File: config.mk
export PLATFORM = sky130hd
export DESIGN_NAME = tone_melody_sequencer_unit_flat
export DESIGN_NICKNAME = d
export VERILOG_FILES = /design/src/hw/rtl/tms_pkg.sv /design/src/hw/rtl/tms_in_if.sv /design/src/hw/rtl/tms_out_if.sv /design/src/hw/rtl/tms_core.sv /design/src/hw/rtl/tms_out_reg.sv /design/src/hw/rtl/tone_melody_sequencer_unit.sv /design/src/flat_wrapper.sv
export SDC_FILE = /design/constraint.sdc
export NUM_CORES = 1
export LEC_CHECK = 0
export ABC_AREA = 0
export BUFFER_PORTS_ARGS = -buffer_cell sky130_fd_sc_hd__buf_4
export CAP_MARGIN = 20
export CORE_UTILIZATION = 40
export DETAILED_ROUTE_END_ITERATION = 8
export GPL_ROUTABILITY_DRIVEN = 0
export HOLD_SLACK_MARGIN = 0.12
export PLACE_DENSITY = 0.6
export RECOVER_POWER = 50
export SYNTH_ARGS = -nofsm -noshare
export SYNTH_HDL_FRONTEND = slang
export SYNTH_SLANG_ARGS = --single-unit
File: constraint.sdc
create_clock -name clk -period 11.8 [get_ports clk]
set_input_delay 0 -clock clk [delete_from_list [all_inputs] [get_ports clk]]
set_output_delay 0 -clock clk [all_outputs]
set_load 0.03 [all_outputs]
File: src/hw/rtl/tms_pkg.sv
`default_nettype none

package tms_pkg;

  // Default depth of the note position counter.
  localparam int MAX_NOTES_DEF = 64;

  localparam int SONG_W     = 4;
  localparam int NOTE_W     = 4;
  localparam int COUNT_W    = 8;
  localparam int LEFT_W     = 7;
  localparam int SONG_COUNT = 10;
  localparam int ROM_SIZE   = 79;
  localparam int ROM_AW     = $clog2(ROM_SIZE);

  // Result item as handed from the sequencer core to the output register.
  typedef struct packed {
    logic              tone_gate;
    logic [NOTE_W-1:0] note_code;
    logic              note_load;
    logic              tone_running;
    logic              busy_res;
  } tms_res_t;

  // On-length and off-length picked by one nibble of the tempo byte.
  localparam logic [COUNT_W-1:0] TEMPO_TABLE [16] = '{
    8'd0, 8'd4, 8'd8, 8'd12, 8'd16, 8'd20, 8'd24, 8'd28,
    8'd32, 8'd36, 8'd40, 8'd48, 8'd96, 8'd144, 8'd192, 8'd240
  };

  // First note entry of each song.
  localparam logic [ROM_AW-1:0] SONG_OFFSET [SONG_COUNT] = '{
    7'd0, 7'd3, 7'd4, 7'd7, 7'd10, 7'd12, 7'd61, 7'd63, 7'd69, 7'd75
  };

  // Number of notes in each song.
  localparam logic [LEFT_W-1:0] SONG_LENGTH [SONG_COUNT] = '{
    7'd3, 7'd1, 7'd3, 7'd3, 7'd2, 7'd49, 7'd2, 7'd6, 7'd6, 7'd4
  };

  // Melody store: note code in bits 11..8, tempo byte in bits 7..0.
  localparam logic [11:0] MELODY_ROM [ROM_SIZE] = '{
    12'hC12, 12'hC15, 12'hC1F,
    12'hA1F,
    12'h446, 12'h246, 12'h02F,
    12'h022, 12'h222, 12'h41F,
    12'h723, 12'hA1F,
    12'h222, 12'h422, 12'h426, 12'h222, 12'h422, 12'h426, 12'h522, 12'h522,
    12'h522, 12'h522, 12'h529, 12'h422, 12'h422, 12'h422, 12'h422, 12'h322,
    12'h322, 12'h322, 12'h322, 12'h222, 12'h222, 12'h222, 12'h222, 12'h229,
    12'h222, 12'h422, 12'h440, 12'h422,
    12'h222, 12'h422, 12'h426,
    12'h524, 12'h502, 12'h222, 12'h222, 12'h429,
    12'h322, 12'h322, 12'h322, 12'h322, 12'h222, 12'h222, 12'h222, 12'h222,
    12'h122, 12'h122, 12'h422, 12'h422, 12'h02F,
    12'hB22, 12'hD1F,
    12'h221, 12'h321, 12'h421, 12'h521, 12'h621, 12'h74F,
    12'h722, 12'h822, 12'h923, 12'h722, 12'h822, 12'h923,
    12'hC12, 12'hC12, 12'hC12, 12'hC13
  };

  // Note entry of a song at a position; zero past the end of the song.
  function automatic logic [11:0] note_entry(input logic [SONG_W-1:0] song,
                                             input logic [7:0]        pos);
    logic [11:0]       entry;
    logic [ROM_AW-1:0] addr;
    entry = '0;
    addr  = '0;
    if (int'(song) < SONG_COUNT) begin
      if (pos < 8'(SONG_LENGTH[song])) begin
        addr = ROM_AW'(8'(SONG_OFFSET[song]) + pos);
        if (int'(addr) < ROM_SIZE) begin
          entry = MELODY_ROM[addr];
        end
      end
    end
    return entry;
  endfunction

endpackage

`default_nettype wire

File: src/hw/rtl/tms_in_if.sv
`default_nettype none

interface tms_in_if;
  import tms_pkg::*;

  logic              valid;
  logic              ready;
  logic              mode;
  logic [SONG_W-1:0] song;

  modport source (output valid, output mode, output song, input ready);
  modport sink   (input valid, input mode, input song, output ready);
endinterface

`default_nettype wire

File: src/hw/rtl/tms_out_if.sv
`default_nettype none

interface tms_out_if;
  import tms_pkg::*;

  logic              valid;
  logic              ready;
  logic              tone_gate;
  logic [NOTE_W-1:0] note_code;
  logic              note_load;
  logic              tone_running;
  logic              busy_res;

  modport source (output valid, output tone_gate, output note_code, output note_load,
                  output tone_running, output busy_res, input ready);
  modport sink   (input valid, input tone_gate, input note_code, input note_load,
                  input tone_running, input busy_res, output ready);
endinterface

`default_nettype wire

File: src/hw/rtl/tms_core.sv
`default_nettype none

module tms_core #(
  parameter int MAX_NOTES = tms_pkg::MAX_NOTES_DEF
) (
  input  wire logic                      clk,
  input  wire logic                      rst,
  input  wire logic                      accept,
  input  wire logic                      mode,
  input  wire logic [tms_pkg::SONG_W-1:0] song,
  output tms_pkg::tms_res_t              res
);
  import tms_pkg::*;

  localparam int PW = $clog2(MAX_NOTES);

  typedef enum logic [1:0] {
    PH_IDLE  = 2'd0,
    PH_START = 2'd1,
    PH_ON    = 2'd2,
    PH_OFF   = 2'd3
  } phase_t;

  phase_t              phase, phase_next;
  logic [COUNT_W-1:0]  on_count, on_count_next;
  logic [COUNT_W-1:0]  off_count, off_count_next;
  logic [PW-1:0]       note_position, note_position_next;
  logic [LEFT_W-1:0]   notes_left, notes_left_next;
  logic [SONG_W-1:0]   current_song, current_song_next;
  logic [NOTE_W-1:0]   last_note, last_note_next;
  logic                generator_on, generator_on_next;
  logic                load;
  logic [11:0]         entry;

  // The note entry for the current song and position.
  assign entry = note_entry(current_song, 8'(note_position));

  // Next state for one item: a play restarts, a tick advances the phase.
  always_comb begin
    phase_next         = phase;
    on_count_next      = on_count;
    off_count_next     = off_count;
    note_position_next = note_position;
    notes_left_next    = notes_left;
    current_song_next  = current_song;
    last_note_next     = last_note;
    generator_on_next  = generator_on;
    load               = 1'b0;
    if (mode) begin
      // An invalid song number keeps the old song and its remaining count.
      if (int'(song) < SONG_COUNT) begin
        current_song_next = song;
        notes_left_next   = SONG_LENGTH[song];
      end
      note_position_next = '0;
      phase_next         = PH_START;
    end else begin
      unique case (phase)
        PH_START: begin
          if (notes_left != '0) begin
            last_note_next    = entry[11:8];
            on_count_next     = TEMPO_TABLE[entry[7:4]];
            off_count_next    = TEMPO_TABLE[entry[3:0]];
            generator_on_next = 1'b1;
            load              = 1'b1;
            notes_left_next   = notes_left - 1'b1;
            phase_next        = PH_ON;
          end else begin
            generator_on_next = 1'b0;
            phase_next        = PH_IDLE;
          end
        end
        PH_ON: begin
          if (on_count != '0) begin
            on_count_next = on_count - 1'b1;
          end else begin
            phase_next = PH_OFF;
          end
        end
        PH_OFF: begin
          if (off_count != '0) begin
            off_count_next = off_count - 1'b1;
          end else begin
            if (note_position == PW'(MAX_NOTES - 1)) begin
              note_position_next = '0;
            end else begin
              note_position_next = note_position + 1'b1;
            end
            phase_next = PH_START;
          end
        end
        PH_IDLE: begin
        end
        default: begin
        end
      endcase
    end
  end

  // Result of this item, taken from the state that it leaves.
  always_comb begin
    res.tone_gate    = (phase_next == PH_ON);
    res.note_code    = last_note_next;
    res.note_load    = load;
    res.tone_running = generator_on_next;
    res.busy_res     = (phase_next != PH_IDLE);
  end

  // Sequencer state, updated once for each accepted item.
  always_ff @(posedge clk) begin
    if (rst) begin
      phase         <= PH_IDLE;
      on_count      <= '0;
      off_count     <= '0;
      note_position <= '0;
      notes_left    <= '0;
      current_song  <= '0;
      last_note     <= '0;
      generator_on  <= 1'b0;
    end else if (accept) begin
      phase         <= phase_next;
      on_count      <= on_count_next;
      off_count     <= off_count_next;
      note_position <= note_position_next;
      notes_left    <= notes_left_next;
      current_song  <= current_song_next;
      last_note     <= last_note_next;
      generator_on  <= generator_on_next;
    end
  end

endmodule

`default_nettype wire

File: src/hw/rtl/tms_out_reg.sv
`default_nettype none

module tms_out_reg (
  input  wire logic              clk,
  input  wire logic              rst,
  input  wire logic              load,
  input  wire tms_pkg::tms_res_t res,
  output logic                   free,
  tms_out_if.source              rsp
);
  import tms_pkg::*;

  logic     valid;
  tms_res_t data;

  // Room for a new item when empty or when the held one leaves this cycle.
  assign free = !valid || rsp.ready;

  // Result register: holds its item until the receiver takes it.
  always_ff @(posedge clk) begin
    if (rst) begin
      valid <= 1'b0;
    end else if (free) begin
      valid <= load;
    end
  end

  always_ff @(posedge clk) begin
    if (free && load) begin
      data <= res;
    end
  end

  assign rsp.valid        = valid;
  assign rsp.tone_gate    = data.tone_gate;
  assign rsp.note_code    = data.note_code;
  assign rsp.note_load    = data.note_load;
  assign rsp.tone_running = data.tone_running;
  assign rsp.busy_res     = data.busy_res;

endmodule

`default_nettype wire

File: src/hw/rtl/tone_melody_sequencer_unit.sv
`default_nettype none

// Melody sequencer for a buzzer: plays one of ten fixed melodies held in a
// constant note table.
// The req channel carries one item per command: mode 1 starts the song given
// in song (numbers ten and above restart the current song's position only),
// mode 0 is one sequencer tick. Each tick starts a note, counts down its
// on-time, counts down its off-time, moves on to the next note, or ends the song.
// The rsp channel returns exactly one item for each req item: tone gate,
// note code, a note load pulse for the tone generator, the generator run flag
// and a busy flag.
// The result is registered: an item accepted on req is shown on rsp in the
// cycle after. One item is accepted every cycle while the receiver does not
// stall; the note table read, the tempo lookup and the count decrement all
// sit in combinational logic before the result register.
// When the receiver stalls, the result register holds its item and req.ready
// drops, so no item is lost; req.ready rises again in the cycle rsp is taken.
// Synchronous reset puts the sequencer in idle with all counts, the song and
// the note cleared, and empties the result register.
module tone_melody_sequencer_unit #(
  parameter int MAX_NOTES = tms_pkg::MAX_NOTES_DEF
) (
  input  wire logic clk,
  input  wire logic rst,
  tms_in_if.sink    req,
  tms_out_if.source rsp
);
  import tms_pkg::*;

  logic     free;
  logic     accept;
  tms_res_t res;

  assign req.ready = free;
  assign accept    = req.valid && free;

  tms_core #(
    .MAX_NOTES (MAX_NOTES)
  ) u_core (
    .clk    (clk),
    .rst    (rst),
    .accept (accept),
    .mode   (req.mode),
    .song   (req.song),
    .res    (res)
  );

  tms_out_reg u_out (
    .clk  (clk),
    .rst  (rst),
    .load (accept),
    .res  (res),
    .free (free),
    .rsp  (rsp)
  );

endmodule

`default_nettype wire
File: src/flat_wrapper.sv
// flat-port wrapper written by rule: the top's interface ports become plain ports
module tone_melody_sequencer_unit_flat import tms_pkg::*;
#(
  parameter int MAX_NOTES = tms_pkg::MAX_NOTES_DEF
)
  (clk, rst, req_valid, req_mode, req_song, req_ready, rsp_valid, rsp_tone_gate, rsp_note_code, rsp_note_load, rsp_tone_running, rsp_busy_res, rsp_ready);
  tms_in_if req_i ();
  tms_out_if rsp_i ();
  input  wire logic clk;
  input  wire logic rst;
  input wire logic [$bits(req_i.valid)-1:0] req_valid;
  input wire logic [$bits(req_i.mode)-1:0] req_mode;
  input wire logic [$bits(req_i.song)-1:0] req_song;
  output wire logic [$bits(req_i.ready)-1:0] req_ready;
  output wire logic [$bits(rsp_i.valid)-1:0] rsp_valid;
  output wire logic [$bits(rsp_i.tone_gate)-1:0] rsp_tone_gate;
  output wire logic [$bits(rsp_i.note_code)-1:0] rsp_note_code;
  output wire logic [$bits(rsp_i.note_load)-1:0] rsp_note_load;
  output wire logic [$bits(rsp_i.tone_running)-1:0] rsp_tone_running;
  output wire logic [$bits(rsp_i.busy_res)-1:0] rsp_busy_res;
  input wire logic [$bits(rsp_i.ready)-1:0] rsp_ready;
  assign req_i.valid = req_valid;
  assign req_i.mode = req_mode;
  assign req_i.song = req_song;
  assign req_ready = req_i.ready;
  assign rsp_valid = rsp_i.valid;
  assign rsp_tone_gate = rsp_i.tone_gate;
  assign rsp_note_code = rsp_i.note_code;
  assign rsp_note_load = rsp_i.note_load;
  assign rsp_tone_running = rsp_i.tone_running;
  assign rsp_busy_res = rsp_i.busy_res;
  assign rsp_i.ready = rsp_ready;
  tone_melody_sequencer_unit #(.MAX_NOTES(MAX_NOTES)) u_core (.clk(clk), .rst(rst), .req(req_i), .rsp(rsp_i));
endmodule
After elaboration in Yosys (flattened, before gate mapping)
Memory sizes are Yosys's and may differ from the RTL's.
Cells that the tools add are included.
W data, S select, Z words.
{"block": "op_classes", "n_eq_ne": 10, "n_reduce_logical": 19, "bitwise": 7, "n_addsub": 5, "n_lt_le_gt_ge": 9, "muxes": 40}
{"operator": "$mux W7", "n": 10}
{"operator": "$mux W8", "n": 8}
{"operator": "$mux W12", "n": 5}
{"operator": "$pmux W8 S2", "n": 2}
{"operator": "$mux W6", "n": 4}
{"operator": "$ge A5 B5 Y1 const B", "n": 4}
{"operator": "$not A4 Y5", "n": 4}
{"operator": "$reduce_bool A8 Y1", "n": 2}
{"operator": "$sub A8 B1 Y8 const B", "n": 2}
{"operator": "$mux W4", "n": 3}
{"operator": "$reduce_bool A2 Y1", "n": 6}
{"operator": "$reduce_and A5 Y1", "n": 2}
{"operator": "$ge A8 B8 Y1 const B", "n": 1}
{"operator": "$lt A4 B4 Y1 const B", "n": 2}
{"operator": "$mux W2", "n": 4}
{"operator": "$ne A2 B2 Y1 const B", "n": 4}
{"operator": "$not A7 Y8", "n": 1}
{"operator": "$add A7 B6 Y7", "n": 1}
{"operator": "$lt A6 B7 Y1", "n": 1}
{"operator": "$lt A7 B7 Y1 const B", "n": 1}
{"operator": "$reduce_bool A7 Y1", "n": 1}
{"operator": "$sub A7 B1 Y7 const B", "n": 1}
{"operator": "$add A6 B1 Y6 const B", "n": 1}
{"operator": "$eq A2 B2 Y1 const B", "n": 3}
{"operator": "other kinds (12)", "n": 17}
{"block": "word_totals", "rom_bits": 2128, "regBits": 49, "n_memories": 6, "out_inout_bits": 10, "elab_cells": 110}
{"memory": "(no name shown)", "depth": 128, "width": 12, "rd": 1, "rd_clocked_by_memory_dff": 0, "wr": 0, "line_no": "tms_pkg.sv:73", "text": "entry = MELODY_ROM[addr];"}
{"memory": "(no name shown)", "depth": 16, "width": 8, "rd": 1, "rd_clocked_by_memory_dff": 0, "wr": 0, "line_no": "tms_core.sv:63", "text": "off_count_next = TEMPO_TABLE[entry[3:0]];"}
{"memory": "(no name shown)", "depth": 16, "width": 8, "rd": 1, "rd_clocked_by_memory_dff": 0, "wr": 0, "line_no": "tms_core.sv:62", "text": "on_count_next = TEMPO_TABLE[entry[7:4]];"}
{"memory": "(no name shown)", "depth": 16, "width": 7, "rd": 1, "rd_clocked_by_memory_dff": 0, "wr": 0, "line_no": "tms_core.sv:53", "text": "notes_left_next = SONG_LENGTH[song];"}
{"memory": "(no name shown)", "depth": 16, "width": 7, "rd": 1, "rd_clocked_by_memory_dff": 0, "wr": 0, "line_no": "tms_pkg.sv:71", "text": "addr = ROM_AW'(8'(SONG_OFFSET[song]) + pos);"}
{"memory": "(no name shown)", "depth": 16, "width": 7, "rd": 1, "rd_clocked_by_memory_dff": 0, "wr": 0, "line_no": "tms_pkg.sv:70", "text": "if (pos < 8'(SONG_LENGTH[song])) begin"}

Logic depth before layout (Yosys ltp)
Gate-level depths: netlist (run 1).
{"block": "depth", "ltp_word": 18, "mapped_depth": 18, "mapped_depth_nobuf": 17}

Hierarchy
Synthesis (run 1) repeated with hierarchy kept, for this count alone.
{"block": "unflattened", "hier_cells": 556, "area_unflattened_um2": 4219.0}
{"module": "tms_core", "area_per_inst_um2": 3917.5, "instances": 1, "seq_area_each_um2": 800.8, "cells_per_inst": 542}
{"module": "tms_out_reg", "area_per_inst_um2": 295.3, "instances": 1, "seq_area_each_um2": 260.2, "cells_per_inst": 13}
{"module": "tone_melody_sequencer_unit", "area_per_inst_um2": 6.3, "instances": 1, "seq_area_each_um2": 0.0, "cells_per_inst": 1}

Worst setup path before layout (run 1)
No wires, ideal clock.
{"block": "synth_path", "path_kind": "flip-flop to flip-flop", "start": "reg u_core.u_core.current_song[2]", "end": "reg u_core.u_core.off_count[6]", "arrival_ps": 3569, "path_slack_ps": 8091, "required_time_ps": 11660, "path_stages_with_launch": 17, "setup_ps": 140, "cell_sequence": "dfxtp_1 > clkbuf_1 > a21oi_1 > o21ai_0 > ha_1 > fa_1 > xor2_2 > inv_2 > clkbuf_1 > clkbuf_1 > ha_1 > a22oi_1 > a2111oi_4 > ha_1 > nor2_1 > a32oi_1 > a21oi_1"}
{"block": "synth_between", "elab_chain_len": 18}
{"element": "start: declaration", "line_no": "tms_core.sv:29", "text": "logic [SONG_W-1:0] current_song, current_song_next;"}
{"element": "start signal: assignment", "line_no": "tms_core.sv:126", "text": "current_song <= current_song_next;"}
{"element": "$not A4 Y5 (not written as such)", "line_no": "tms_pkg.sv:70, tms_pkg.sv:71"}
{"element": "$mem_v2 Z16 W7"}
{"element": "$mux W7 (not written as such) (2 in a row)", "line_no": "tms_pkg.sv:71"}
{"element": "$add A7 B6 Y7", "line_no": "tms_pkg.sv:71"}
{"element": "$not A7 Y8 (not written as such)", "line_no": "tms_pkg.sv:73"}
{"element": "$mem_v2 Z128 W12"}
{"element": "$mux W12 (not written as such) (2 in a row)", "line_no": "tms_pkg.sv:73"}
{"element": "$mux W12", "line_no": "tms_pkg.sv:72", "text": "if (int'(addr) < ROM_SIZE) begin"}
{"element": "$mux W12", "line_no": "tms_pkg.sv:70"}
{"element": "$mux W12 *", "line_no": "tms_pkg.sv:69", "text": "if (int'(song) < SONG_COUNT) begin"}
{"element": "$not A4 Y5 (not written as such) *", "line_no": "tms_core.sv:63"}
{"element": "$mem_v2 Z16 W8 *"}
{"element": "$mux W8 (not written as such) * (2 in a row)", "line_no": "tms_core.sv:63"}
{"element": "$mux W8 *", "line_no": "tms_core.sv:60", "text": "if (notes_left != '0) begin"}
{"element": "$pmux W8 S2 *", "line_no": "tms_core.sv:58", "text": "unique case (phase)"}
{"element": "end signal: assignment", "line_no": "tms_core.sv:123", "text": "off_count <= off_count_next;"}
{"element": "end: declaration", "line_no": "tms_core.sv:26", "text": "logic [COUNT_W-1:0] off_count, off_count_next;"}
Every way passes the cells marked *; elsewhere a longest branch is shown, timed or not. The select of a mux whose other input is x is not followed.
A chain may end at the register's enable or synchronous reset.

Final worst setup path (run 1)
{"block": "layout_path", "start": "reg u_core.u_core.current_song[3]", "end": "reg u_core.u_core.off_count[6]"}
The elaborated chain is that of the path after synthesis.

==> results of run 1 <==
routing by layer:
layer,routed length [um],vias up
met5,0,-
met1,5079,1995
met3,564,23
met2,5130,149
li1,-,2044
met4,245,0
state kept, by name, summed over array words and instances, names as in the netlist:
name,cells
u_core.u_core.off_count,8
u_core.u_core.on_count,8
u_core.u_core.notes_left,7
u_core.u_core.note_position,6
u_core.u_core.current_song,4
u_core.u_core.last_note,4
u_core.u_out.rsp.note_code,4
u_core.u_core.phase,2
u_core.u_core.generator_on,1
u_core.u_out.rsp.busy_res,1
u_core.u_out.rsp.note_load,1
u_core.u_out.rsp.tone_gate,1
u_core.u_out.rsp.tone_running,1
u_core.u_out.rsp.valid,1
logic make-up (layout without fill, tap and decap cells):
| group | after synthesis | after routing | synth area share |
|---|---|---|---|
| DFF | 49 | 49 | 0.2501 |
| muxes | 7 | 7 | 0.01651 |
| AOI/OAI and AO/OA | 189 | 189 | 0.3244 |
| buffers and inverters | 57 | 60 | 0.05367 |
| xor gates and xnor gates | 4 | 4 | 0.01003 |
| adders and majority gates | 37 | 37 | 0.1109 |
| and+or+nand+nor | 203 | 203 | 0.2344 |
path summary, 6_finish.rpt:
check,start,end,slack (ns),depth (start not counted)
setup / recovery,u_core.u_core.current_song[3]$_SDFFE_PP0P_,u_core.u_core.off_count[6]$_SDFFE_PP0P_,7.41,14
setup reg to reg,u_core.u_core.current_song[3]$_SDFFE_PP0P_,u_core.u_core.off_count[6]$_SDFFE_PP0P_,7.41,14
hold / removal,rst,u_core.u_core.off_count[0]$_SDFFE_PP0P_,0.13,2
hold reg to reg,u_core.u_core.generator_on$_SDFFE_PP0P_,u_core.u_core.generator_on$_SDFFE_PP0P_,0.46,2
power by group through the flow:
stage,sequential [mW],clock (mW),combinational [mW]
2_1_floorplan,0.186,0,0.0869
3_3_place_gp,0.184,0,0.118
3_5_place_dp,0.184,0,0.119
4_1_cts,0.180,0.101,0.121
5_1_grt,0.181,0.107,0.132
6_report,0.180,0.0985,0.120
cells in the final DEF, fill, tap and decap left out, drive strengths merged, types with 5 or more instances in the layout:
| cell type | synthesis | layout |
|---|---|---|
| a22oi | 5 | 5 |
| nand2 | 55 | 55 |
| mux2i | 7 | 7 |
| o31ai | 11 | 11 |
| nor3 | 18 | 18 |
| edfxtp | 8 | 8 |
| a211oi | 7 | 7 |
| nand2b | 5 | 5 |
| nor2 | 60 | 60 |
| buf | 9 | 8 |
| dfxtp | 41 | 41 |
| nor2b | 5 | 5 |
| clkbuf | 20 | 16 |
| inv | 28 | 28 |
| a2111oi | 8 | 8 |
| a21oi | 59 | 59 |
| a31oi | 6 | 6 |
| or3 | 6 | 6 |
| nor4 | 8 | 8 |
| o21ai | 32 | 32 |
| dlygate4sd3 | 0 | 5 |
| nand3 | 17 | 17 |
| and3 | 5 | 5 |
| ha | 36 | 36 |
cell type report:
cell class                 count  area (um^2)
sequential                    49         1061
clock inverter                 3        17.52
tap                          136        170.2
inverter                      28        105.1
timing repair buffer          24        155.1
fill                        1023         5811
clock buffer                   5        68.82
multi-input combinational    440         2935
stage by stage:
| stage | total power [mW] | hold slack (ns) | util |
|---|---|---|---|
| 6_report | 0.3988 | 0.1283 | 0.4372 |
| 3_3_place_gp | 0.3018 | 0.2499 | 0.4287 |
| 5_1_grt | 0.4196 | 0.1363 | 0.4372 |
| 2_1_floorplan | 0.2733 | 0.1295 | - |
| 4_1_cts | 0.4020 | 0.1371 | 0.4419 |
| 3_5_place_dp | 0.3029 | 0.2595 | 0.4287 |
worst max-delay path: stages (launching register included):
cell and delay [ns]:
dfxtp_1 0.51, inv_1 0.17, nand2_1 0.14, o21ai_0 0.15
fa_1 0.51, xor2_2 0.66, inv_2 0.37, a21oi_1 0.47
mux2i_1 0.22, o21ai_0 0.10, a221o_1 0.39, ha_1 0.24
nor2_1 0.10, a32oi_1 0.11, a21oi_1 0.17
what timing repair did:
action                     4_1_cts  5_1_grt
hold endpoints to repair         5        0
setup endpoints to repair        0        0
hold buffers                     5        0
buffers inserted                 0        0
==> results.sh, run 1 <==
export IMPL_cts_reportedPaths_clkPinSlew_ns=0.09
export IMPL_max_cap_viol_count=1
export IMPL_yosys_most_used_dff="dfxtp_1"
export IMPL_p_switching_mw=0.1405
export IMPL_cts_max_level=2
export IMPL_worstPathMaxFanout=25
export IMPL_postPlaceCellArea_um2=4425
export IMPL_synth_top_cell_by_area="dfxtp_1"
export IMPL_dieArea_um2=11020
export IMPL_ys_warn_count=0
export IMPL_pwr_share_clk=0.247
export IMPL_grt_ovfl_total=0
export IMPL_clock_sinks=49
export IMPL_fin_cells=685
export IMPL_failed_checks="max-capacitance violations, max-slew violations"
export IMPL_rsz0062_at_grt="no"
export IMPL_layout_drive_gt1_share=0.07650
export IMPL_yosys_top_cells_area="dfxtp_1 (19%), ha_1 (11%), a21oi_1 (6.8%)"
export IMPL_busiest_layer="met2"
export IMPL_first_global_vias=3668
export IMPL_cts_tree="yes"
export IMPL_worstSetupStartpointType="flip-flop"
export IMPL_ir_drop_uv=46.60
export IMPL_io_buffers=18
export IMPL_critPathKind="reg2reg"
export IMPL_drc=0
export IMPL_comb_power_share=0.301
export IMPL_fmax_ghz=0.2279
export IMPL_worstSkewPairLatency_ns=0.30
export IMPL_syn_area_per_cell_um2=7.771
export IMPL_drt_initial_drc_count=358
export IMPL_drv_slew=10
export IMPL_nets=594
export IMPL_met1_usage=0.2687
export IMPL_yosysTopAreaCellShare=0.1935
export IMPL_ys_seq_area_frac=0.2501
export IMPL_num_antenna_cells=0
export IMPL_post_route_period_util=0.3718
export IMPL_syn_area_um2=4243
export IMPL_cts_buffers=5
export IMPL_vias=4211
export IMPL_rows=37
export IMPL_synthArstFlopShare=0
export IMPL_skew_ns=0.003969
export IMPL_synth_nets=592
export IMPL_grt_use_met2=0.3316
export IMPL_syn_to_final_growth_pct=6.370
export IMPL_core_area_um2=10320
export IMPL_p_int_mw=0.2583
export IMPL_hpwl_um=8054
export IMPL_io_pins=19
export IMPL_grtUsageTotal=0.1982
export IMPL_arrival_ns=4.62
export IMPL_yosysMostFrequentCell="a21oi_1"
export IMPL_finalHoldViolCount=0
export IMPL_setup_tns_ns=0
export IMPL_antenna_left=0
export IMPL_cts_buffer_depth=2
export IMPL_dpl_cell_count=671
export IMPL_fin_area_um2=4513
export IMPL_initial_core_util=0.4110
export IMPL_cts_resized=0
export IMPL_layout_setup_ws_ns=7.413
export IMPL_avgRoutedWirePerCell_um=16.09
export IMPL_drt_first_pass_iters=5
export IMPL_antenna_found_initial=0
export IMPL_synthTopCellsByCount="a21oi_1 (58), nor2_1 (57), nand2_1 (54), dfxtp_1 (41), ha_1 (36)"
export IMPL_synth_seq_cells=49
export IMPL_place_ws_ns=7.387
export IMPL_die_y_um=105.0
export IMPL_power_density_nw_per_um2=88.36
export IMPL_seq_power_share=0.452
export IMPL_clock_root_buffer="clkbuf_8"
export IMPL_tightest_slew_ns=2.216
export IMPL_hold_path_class="in2reg"
export IMPL_p_leak_nw=1.760
export IMPL_outcome="finished, violations left"
export IMPL_viasPerCell=6.147
export IMPL_cp_end_kind="flip-flop"
export IMPL_yosysUniqueCellTypes=82
export IMPL_slew_limit_headroom=-0.5156
export IMPL_totalWireLength_um=11020
export IMPL_crit_required_ns=12.03
export IMPL_finalCriticalPeriod_ns=4.387
export IMPL_grt_pass1_wl_um=18060
export IMPL_die_x_um=105.0
export IMPL_setup_viol=0
export IMPL_swShare=0.3523
export IMPL_grt_start_max_net_pins=42
export IMPL_use_met3=0.02433
export IMPL_netlist_instances=546
export IMPL_synth_edff_count=8
No activity file was read; power rests on OpenSTA's default activity.
==> run 2: changes to the inputs <==
- ABC_AREA: 0 -> 1
- PLACE_DENSITY: 0.6 -> 0.62
- clock period: 11.8 -> 3.8 ns (I/O delays scaled with it)
==> run 2 against run 1 <==
Net effect:
- the flow now finishes without violations
- synthesized cell count grew 24%
- critical path depth grew 5
- non-clock buffer count grew 7
- area after synthesis grew 4.1%
- hold slack lost 0.0089 ns
- first-iteration DRC count shrank 23%
- combinational power grew to 4.6 times the previous value
- final area grew 5.9%
- register-to-register slack lost 7.0 ns
- critical path type unchanged
==> results.sh, run 2 <==
export IMPL_arrival_ns=3.62
export IMPL_layout_setup_ws_ns=0.3920
export IMPL_setup_viol=0
export IMPL_synthTopCellsByCount="nand2_1 (150), inv_1 (86), nor2_1 (72), a21oi_1 (53), nand3_1 (52)"
export IMPL_max_cap_viol_count=0
export IMPL_antenna_found_initial=0
export IMPL_num_antenna_cells=0
export IMPL_clock_sinks=49
export IMPL_p_leak_nw=2.282
export IMPL_slew_limit_headroom=0.4751
export IMPL_swShare=0.3858
export IMPL_synth_top_cell_by_area="dfxtp_1"
export IMPL_syn_area_per_cell_um2=6.513
export IMPL_synth_nets=724
export IMPL_yosysUniqueCellTypes=46
export IMPL_finalCriticalPeriod_ns=3.408
export IMPL_dieArea_um2=11460
export IMPL_syn_area_um2=4415
export IMPL_tightest_slew_ns=0.7866
export IMPL_cp_num_buf_inv=3
export IMPL_crit_path_top_delay_cell="fa_1"
export IMPL_fmax_ghz=0.2934
export IMPL_power_density_nw_per_um2=305.6
export IMPL_drt_initial_drc_count=275
export IMPL_grt_ovfl_total=0
export IMPL_reg_largest_list="u_core.u_core.off_count: 8 flops, u_core.u_core.on_count: 8 flops, u_core.u_core.notes_left: 7 flops"
export IMPL_hpwl_um=8100
export IMPL_fillers=1080
export IMPL_pwr_share_clk=0.222
export IMPL_seq_power_share=0.399
export IMPL_io_buffers=18
export IMPL_outcome="finished clean"
export IMPL_p_switching_mw=0.5636
export IMPL_skew_ns=0.006349
export IMPL_final_common_cell="nand2_1"
export IMPL_crit_required_ns=4.01
export IMPL_grt_pass1_wl_um=18190
export IMPL_holdPathStages=4
export IMPL_io_pins=19
export IMPL_die_x_um=107.1
export IMPL_yosysMostFrequentCell="nand2_1"
export IMPL_rows=37
export IMPL_finalHoldViolCount=0
export IMPL_comb_power_share=0.379
export IMPL_layout_common_cells="nand2_1 (150), inv_1 (87), nor2_1 (72)"
export IMPL_rr_startpoint="u_core.u_core.current_song[0]$_SDFFE_PP0P_"
export IMPL_cts_tree="yes"
export IMPL_post_route_period_util=0.8969
export IMPL_initial_core_util=0.4202
export IMPL_hold_path_class="in2reg"
export IMPL_syn_to_final_growth_pct=8.274
export IMPL_antenna_left=0
export IMPL_vias=4384
export IMPL_hold_end="u_core.u_core.phase[0]$_SDFFE_PP0P_"
export IMPL_cts_reportedPaths_clkPinSlew_ns=0.09
export IMPL_die_y_um=107.1
export IMPL_critPathTopFamily="adder cells"
export IMPL_drv_slew=0
export IMPL_reg2reg_to="u_core.u_core.off_count[2]$_SDFFE_PP0P_"
export IMPL_netlist_instances=678
export IMPL_hp_start="req_valid"
export IMPL_worstPathMaxFanout=6
export IMPL_post_cts_buffers=0
export IMPL_worstSetupStartpointType="flip-flop"
export IMPL_drc=0
export IMPL_layout_drive_gt1_share=0.09571
export IMPL_yosys_top_cells_area="dfxtp_1 (19%), nand2_1 (13%), ha_1 (10%)"
export IMPL_reg2regPathDepth=19
export IMPL_core_area_um2=10510
export IMPL_worstSkewPairLatency_ns=0.31
export IMPL_ir_drop_uv=224.5
export IMPL_yosysTopAreaCellShare=0.1859
export IMPL_cts_buffer_depth=2
export IMPL_p_int_mw=0.8974
export IMPL_synth_seq_cells=49
export IMPL_crit_chain="inv_1 > ha_1 > o21ai_1 > fa_1 > ha_1 > ha_1 > nand3_1 > nand2_1 > nand2_1 > nand2_1 > nand3_1 > nand3_1 > ha_1 > inv_1 > nor2_1 > nand2_1 > nand3_1 > nand2_1 > inv_1"
export IMPL_critPathMostFrequentCell="nand2_1"
export IMPL_critPathKind="reg2reg"
export IMPL_whs_ns=0.1194
export IMPL_totalWireLength_um=10720
export IMPL_synth_edff_count=8
export IMPL_drt_first_pass_iters=5
export IMPL_yosys_most_used_dff="dfxtp_1"
export IMPL_reg2reg_slack_ns=0.39
export IMPL_avgRoutedWirePerCell_um=12.82
export IMPL_cts_max_level=2
export IMPL_grtUsageTotal=0.1940
export IMPL_ys_seq_area_frac=0.2403
export IMPL_nets=745
export IMPL_crit_path_max_incr_delay_ns=0.57
export IMPL_grt_start_max_net_pins=24
export IMPL_setup_tns_ns=0
export IMPL_cts_buffers=5
export IMPL_clock_root_buffer="clkbuf_8"
export IMPL_ys_warn_count=0
export IMPL_viasPerCell=5.244
export IMPL_place_ws_ns=0.2879
export IMPL_first_global_vias=3900
export IMPL_synthArstFlopShare=0
export IMPL_cp_end_kind="flip-flop"
export IMPL_rsz0062_at_grt="no"
==> run 2: metrics by stage <==
stage               instance area [um^2]  std cells    util  power (mW)
finish                              4781        836  0.4549       1.461
CTS                                 4818        836  0.4585       1.469
global route                        4781        836  0.4549       1.563
global placement                    4628        818  0.4404       1.131
detailed placement                  4628        818  0.4404       1.139
floorplan                           4415        678       -       1.018
==> run 2: worst max-delay path by stage <==
stage                                                     startpoint                                      end  cells past startpoint
final                     u_core.u_core.current_song[0]$_SDFFE_PP0P_  u_core.u_core.off_count[2]$_SDFFE_PP0P_                     19
after global routing      u_core.u_core.current_song[2]$_SDFFE_PP0P_  u_core.u_core.off_count[7]$_SDFFE_PP0P_                     21
after CTS                 u_core.u_core.current_song[0]$_SDFFE_PP0P_  u_core.u_core.off_count[2]$_SDFFE_PP0P_                     19
after detailed placement  u_core.u_core.current_song[0]$_SDFFE_PP0P_  u_core.u_core.off_count[2]$_SDFFE_PP0P_                     19
after global placement    u_core.u_core.current_song[0]$_SDFFE_PP0P_  u_core.u_core.off_count[2]$_SDFFE_PP0P_                     19
after floorplan           u_core.u_core.current_song[0]$_SDFFE_PP0P_  u_core.u_core.off_count[5]$_SDFFE_PP0P_                     19
==> run 2: layer usage <==
layer	GRT usage	share of wire
met1	0.2762	0.49
met2	0.3101	0.45
met5	0	0
met3	0.02979	0.046
met4	0.03620	0.011
==> run 2: cells by family after synthesis <==
logic type,synth area share
and+or+nand+nor,0.3692
AOI/OAI and AO/OA,0.1729
buffers and inverters,0.1051
DFF,0.2403
adders and majority gates,0.1065
xor gates and xnor gates,0.005952
==> run 2: what timing repair did <==
item | CTS | global route
resized for setup | 0 | 1
hold endpoints to repair | 22 | 0
hold buffers | 10 | 0
endpoints found under the setup margin | 0 | 4
==> run 2: worst register-to-register path: stages (launching register included) <==
cell	delay (ns)
dfxtp_1	0.43
inv_1	0.08
ha_1	0.29
o21ai_1	0.26
fa_1	0.57
ha_1	0.33
ha_1	0.22
nand3_1	0.11
nand2_1	0.06
nand2_1	0.07
nand2_1	0.05
nand3_1	0.07
nand3_1	0.16
ha_1	0.28
inv_1	0.06
nor2_1	0.03
nand2_1	0.07
nand3_1	0.07
nand2_1	0.07
inv_1	0.04
==> run 2: power groups by stage <==
stage | combinational, mW | sequential, mW | clock (mW)
global route | 0.625 | 0.588 | 0.351
global placement | 0.537 | 0.594 | 0
floorplan | 0.411 | 0.607 | 0
CTS | 0.554 | 0.584 | 0.331
finish | 0.554 | 0.584 | 0.324
detailed placement | 0.544 | 0.596 | 0
==> run 2: final cells by class <==
cell class              instances  area, um^2  area share
flip-flops and latches         49        1061      0.2219
inverters                      93       349.1     0.07302
well taps                     136       170.2     0.03559
repair buffers                 31       220.2     0.04606
multi-input cells             519        2890      0.6046
clock buffers                   8       90.09     0.01884
